===== config.mk =====
export PLATFORM = sky130hd
export DESIGN_NAME = ksp_noise
export DESIGN_NICKNAME = d
export VERILOG_FILES = /design/src/rtl/ksp_pkg.sv /design/src/rtl/ksp_noise.sv
export SDC_FILE = /design/constraint.sdc
export NUM_CORES = 1
export LEC_CHECK = 0
export BUFFER_PORTS_ARGS = -buffer_cell sky130_fd_sc_hd__buf_2
export CAP_MARGIN = 5
export CORE_ASPECT_RATIO = 1.75
export CORE_MARGIN = 8
export CORE_UTILIZATION = 55
export DETAILED_ROUTE_END_ITERATION = 10
export PLACE_DENSITY = 0.78
export SETUP_SLACK_MARGIN = 0.15
export SKIP_LAST_GASP = 1
export SYNTH_ARGS = -nofsm -noshare
export SYNTH_HDL_FRONTEND = slang
export SYNTH_SLANG_ARGS = --single-unit

===== constraint.sdc =====
create_clock -name aclk -period 3.4 [get_ports aclk]
set_input_delay 0.34 -clock aclk [delete_from_list [all_inputs] [get_ports aclk]]
set_output_delay 0.34 -clock aclk [all_outputs]
set_load 0.005 [all_outputs]

===== src/rtl/ksp_pkg.sv =====
// shared constants and types for the plucked-string voice
`default_nettype none

package ksp_pkg;

    localparam int DEF_MAX_PERIOD  = 4096;
    localparam int DEF_SAMPLE_BITS = 16;

    localparam int PERIOD_W    = 13;
    localparam int DAMP_W      = 16;
    localparam int CFG_INDEX_W = 4;
    localparam int CFG_DATA_W  = 16;
    localparam int S_TDATA_W   = 8;
    localparam int LFSR_W      = 32;

    typedef logic [CFG_INDEX_W-1:0] cfg_index_t;

    localparam cfg_index_t REG_PERIOD = cfg_index_t'(0);
    localparam cfg_index_t REG_DAMP   = cfg_index_t'(1);

    localparam logic [PERIOD_W-1:0] PERIOD_RESET = PERIOD_W'(168);
    localparam logic [DAMP_W-1:0]   DAMP_RESET   = DAMP_W'(32768);

    localparam logic [LFSR_W-1:0] LFSR_SEED = 32'h1D87_2B41;
    localparam logic [LFSR_W-1:0] LFSR_TAPS = 32'h8020_0003;

endpackage

`default_nettype wire


===== src/rtl/ksp_noise.sv =====
// galois lfsr noise source scaled to the 0..5.0 sample range
`default_nettype none

module ksp_noise
    import ksp_pkg::*;
#(
    parameter int SAMPLE_BITS = DEF_SAMPLE_BITS
) (
    input  wire logic                   aclk,
    input  wire logic                   aresetn,
    input  wire logic                   step,
    output logic      [SAMPLE_BITS-1:0] noise
);

    localparam logic [SAMPLE_BITS-1:0] FULL_SCALE = SAMPLE_BITS'(5 << (SAMPLE_BITS - 3));

    logic [LFSR_W-1:0]         lfsr_reg;
    logic [LFSR_W-1:0]         lfsr_next;
    logic [SAMPLE_BITS+15:0]   scaled;

    always_comb begin
        lfsr_next = {1'b0, lfsr_reg[LFSR_W-1:1]};
        if (lfsr_reg[0]) begin
            lfsr_next = lfsr_next ^ LFSR_TAPS;
        end
        scaled = (SAMPLE_BITS+16)'(lfsr_next[LFSR_W-1:16]) * (SAMPLE_BITS+16)'(FULL_SCALE);
    end

    assign noise = scaled[SAMPLE_BITS+15:16];

    always_ff @(posedge aclk) begin
        if (!aresetn) begin
            lfsr_reg <= LFSR_SEED;
        end else if (step) begin
            lfsr_reg <= lfsr_next;
        end
    end

endmodule

`default_nettype wire


==> summary.md <==
| Metric | Value |
|---|---|
| Status | `completed` |
| Port Buf Inserts | `18` |
| Total grt overflow | `0` |
| Rows | `29` |
| Hold_sp | `aresetn` |
| Register clock-pin slew on the reported worst setup and hold paths | `around 0.060 ns` |
| Buf+Inv Stages, Crit Path | `1` |
| Hold Violations, Final | `0` |
| CP Launch Point | `lfsr_reg[18]$_SDFFE_PN1P_` |
| First-pass GRT wire length | `6130 µm` |
| Crit path time final | `3.11 ns` |
| Cell variety after synth | `34` |
| CTS Buffer Depth | `2` |
| Total number of vias | `1,533` |
| Crit-path slowest cell | `fa_1` |
| Clk_lat worst skew | `between 0.2 and 0.3 ns` |
| Share of cells above drive strength 1 | `15.1%` |
| Sequential area share after synthesis | `31.3%` |
| Yosys reg bits | `32` |
| Setup crit start kind | `flop` |
| Ys Warns | `0` |
| Mapped Area | `2050 µm²` |
| Non-Filler Instances | `between 200 and 300` |
| Root Buffer | `clkbuf_8` |
| Worst-margin pin slew | `0.879 ns` |
| Peak Freq | `322 MHz` |
| CTS Sinks | `32` |
| Worst Setup End Kind | `output pin` |
| Crit path cell chain | `ha_1 -> ha_1 -> fa_1 -> a21o_1 -> a221oi_2 -> o21ai_2 -> a311oi_2 -> xnor2_1 -> buf_2` |
| Register area | `642 µm²` |
| Critical path fanouts, max | `3` |
| Req. time, crit path | `3.06 ns` |
| Hold WC Path Type | `primary input to flop` |
| Vias in the first global route | `1,471` |
| Largest net degree at the start of global routing | `35` |
| Starting Density | `56.9%` |
| Layout net count | `263` |
| Setup_tns | `0 ns` |
| Drt wl/cell | `12.8 µm` |
| Setup CP Type | `flop to output pin` |
| FF-to-FF Start | `lfsr_reg[0]$_SDFFE_PN1P_` |
| Die Wd | `62.1 µm` |
| Number of inserted diodes | `0` |
| Setup Buffers After CTS | `0` |
| Area of the multi-input gates | `1380 µm²` |
| Die span in y | `96.7 µm` |
| Mapped Cells | `214` |
| Die area | `6000 µm²` |
| Placeable Area | `3590 µm²` |
| Peak supply drop | `around 0.00038 V` |
| Layout area overhead | `12.0%` |
| Initial DRC Count | `55` |
| Antenna violations before repair | `0` |
| Syn nets | `245` |
| Final Setup Violations | `0` |
| CTS Buf Count | `5` |
| Fin crit share | `91.4%` |
| Hpwl dp | `between 2000 and 3000 µm` |
| DR DRC count | `0` |
| H-tree Lvls | `2` |
| # hold bufs at CTS | `0` |
| Dominant cell type by area after synthesis | `dfxtp_1` |
| GPL Wtd Cong | `0.785` |
| Synth Area per Inst | `9.56 µm²` |
| Lkg Pwr | `around 1.1 nW` |
| Crit path largest cell delay | `0.41 ns` |
| CTS tree | `yes` |
| Vias per Instance | `5.51` |
| RSZ-0062 raised after global routing | `false` |
| Placed cell count | `approximately 270` |
| Slew HR | `about two fifths` |
| Clock Skew | `0.00174 ns` |
| Max reg flops | `32` |
| Most frequent CP cell | `ha_1` |
| Crit-path leading delay family | `compound AO/OA/AOI/OAI gates` |
| Boundary pin count | `19` |
| Synth area leaders | `dfxtp_1, ha_1, mux2i_1, nor2b_1, nand2_1` |
| Critical Path AT | `2.77 ns` |
| Final ANT Viol Nets | `0` |
| Total of max-cap violations | `0` |
| First-pass DRT Iterations | `4` |
| Max Slew Vio Count | `0` |
| Global Route Usage Sum | `12.0%` |
| Fill cells | `302` |
| Pwr dens | `466 nW/µm²` |
| Share of the synthesized area in the top cell type | `31.3%` |
| Post-Route WL | `3560 µm` |
==> worst paths after layout <==
kind	to	slack (ns)	depth (start not counted)
max	noise[14]	0.29	9
min	lfsr_reg[6]$_SDFFE_PN1P_	0.44	2
max reg2reg	lfsr_reg[1]$_SDFFE_PN0P_	2.39	4
min reg2reg	lfsr_reg[8]$_SDFFE_PN1P_	0.47	2
==> area by class of cell <==
cell class | instances | share of cell area, %
flip-flops and latches | 32 | 28.0
clock buffers | 7 | 4.20
multi-input cells | 170 | 60.0
repair buffers | 21 | 4.91
inverters | 2 | 0.328
well taps | 46 | 2.51
==> repair_timing <==
action                     CTS  global route
setup endpoints to repair    0             4
gates resized for setup      0             3
hold endpoints to repair     0             0
==> cells by family (layout without fill, tap and decap cells) <==
group                      after synthesis  in the layout  synth area share, %
muxes                                   31             31                 15.2
and+or+nand+nor                         61             61                 15.2
buffers and inverters                   12             30                 2.39
xor gates and xnor gates                12             12                 5.14
adders and majority gates               28             28                 17.5
AOI/OAI and AO/OA                       38             38                 13.3
DFF                                     32             32                 31.3
==> synth_stat cells <==
cell	instances
a31o_2	1
nand4_1	3
a32oi_1	1
and2_1	2
o21a_1	3
or3_1	1
o311ai_0	1
nand3_1	3
nand2b_1	2
clkbuf_1	7
o211a_1	2
inv_1	2
o21ai_2	1
o211ai_1	3
fa_1	1
buf_2	3
and3_1	3
nor2b_1	20
o31a_1	1
mux2i_1	31
a21o_1	4
xor2_1	5
ha_1	27
a21oi_1	12
dfxtp_1	32
a221oi_2	1
nand2_1	19
o21bai_1	1
o21ai_0	5
xnor2_1	7
o311a_1	1
nor3_1	1
nor2_1	7
a311oi_2	1
==> where the power goes <==
group	internal, mW	total [mW]	switching, mW
logic	0.172	0.349	0.177
clock network	0.180	0.301	0.121
registers	0.400	0.419	0.0186
total	0.752	1.07	0.316
==> routing by layer <==
layer | global-route usage (%) | part of all wire [%]
met1 | 11.4 | 42
met2 | 22.6 | 54
met5 | 0 | 0
met3 | 3.23 | 2.7
met4 | 5.79 | 1.8
==> placed cells by master, fill, tap and decap left out, types with 2 or more instances in the layout <==
cell | Yosys | layout
mux2i_1 | 31 | 31
dfxtp_1 | 32 | 31
ha_1 | 27 | 26
nor2b_1 | 20 | 20
nand2_1 | 19 | 19
buf_2 | 3 | 18
a21oi_1 | 12 | 12
xnor2_1 | 7 | 7
nor2_1 | 7 | 7
clkbuf_8 | 0 | 7
o21ai_0 | 5 | 5
a21o_1 | 4 | 4
xor2_1 | 5 | 4
and3_1 | 3 | 3
nand4_1 | 3 | 3
o21a_1 | 3 | 3
nand3_1 | 3 | 3
o211ai_1 | 3 | 3
buf_4 | 0 | 3
o211a_1 | 2 | 2
and2_1 | 2 | 2
inv_1 | 2 | 2
nand2b_1 | 2 | 2
==> stage by stage <==
step / worst slack [ns] / power, mW / hold WS, ns / util [%] / cell area (µm²)
6_report: 0.293 / 1.07 / 0.437 / 63.8 / 2290
2_1_floorplan: 0.491 / 0.668 / 0.441 / - / 2050
5_1_grt: 0.164 / 1.14 / 0.459 / 63.8 / 2290
4_1_cts: 0.204 / 1.07 / 0.439 / 63.2 / 2270
3_3_place_gp: 0.546 / 0.766 / 0.457 / 60.5 / 2170
3_5_place_dp: 0.511 / 0.771 / 0.461 / 60.5 / 2170
Note: power is estimated with default switching activity, not from simulation.
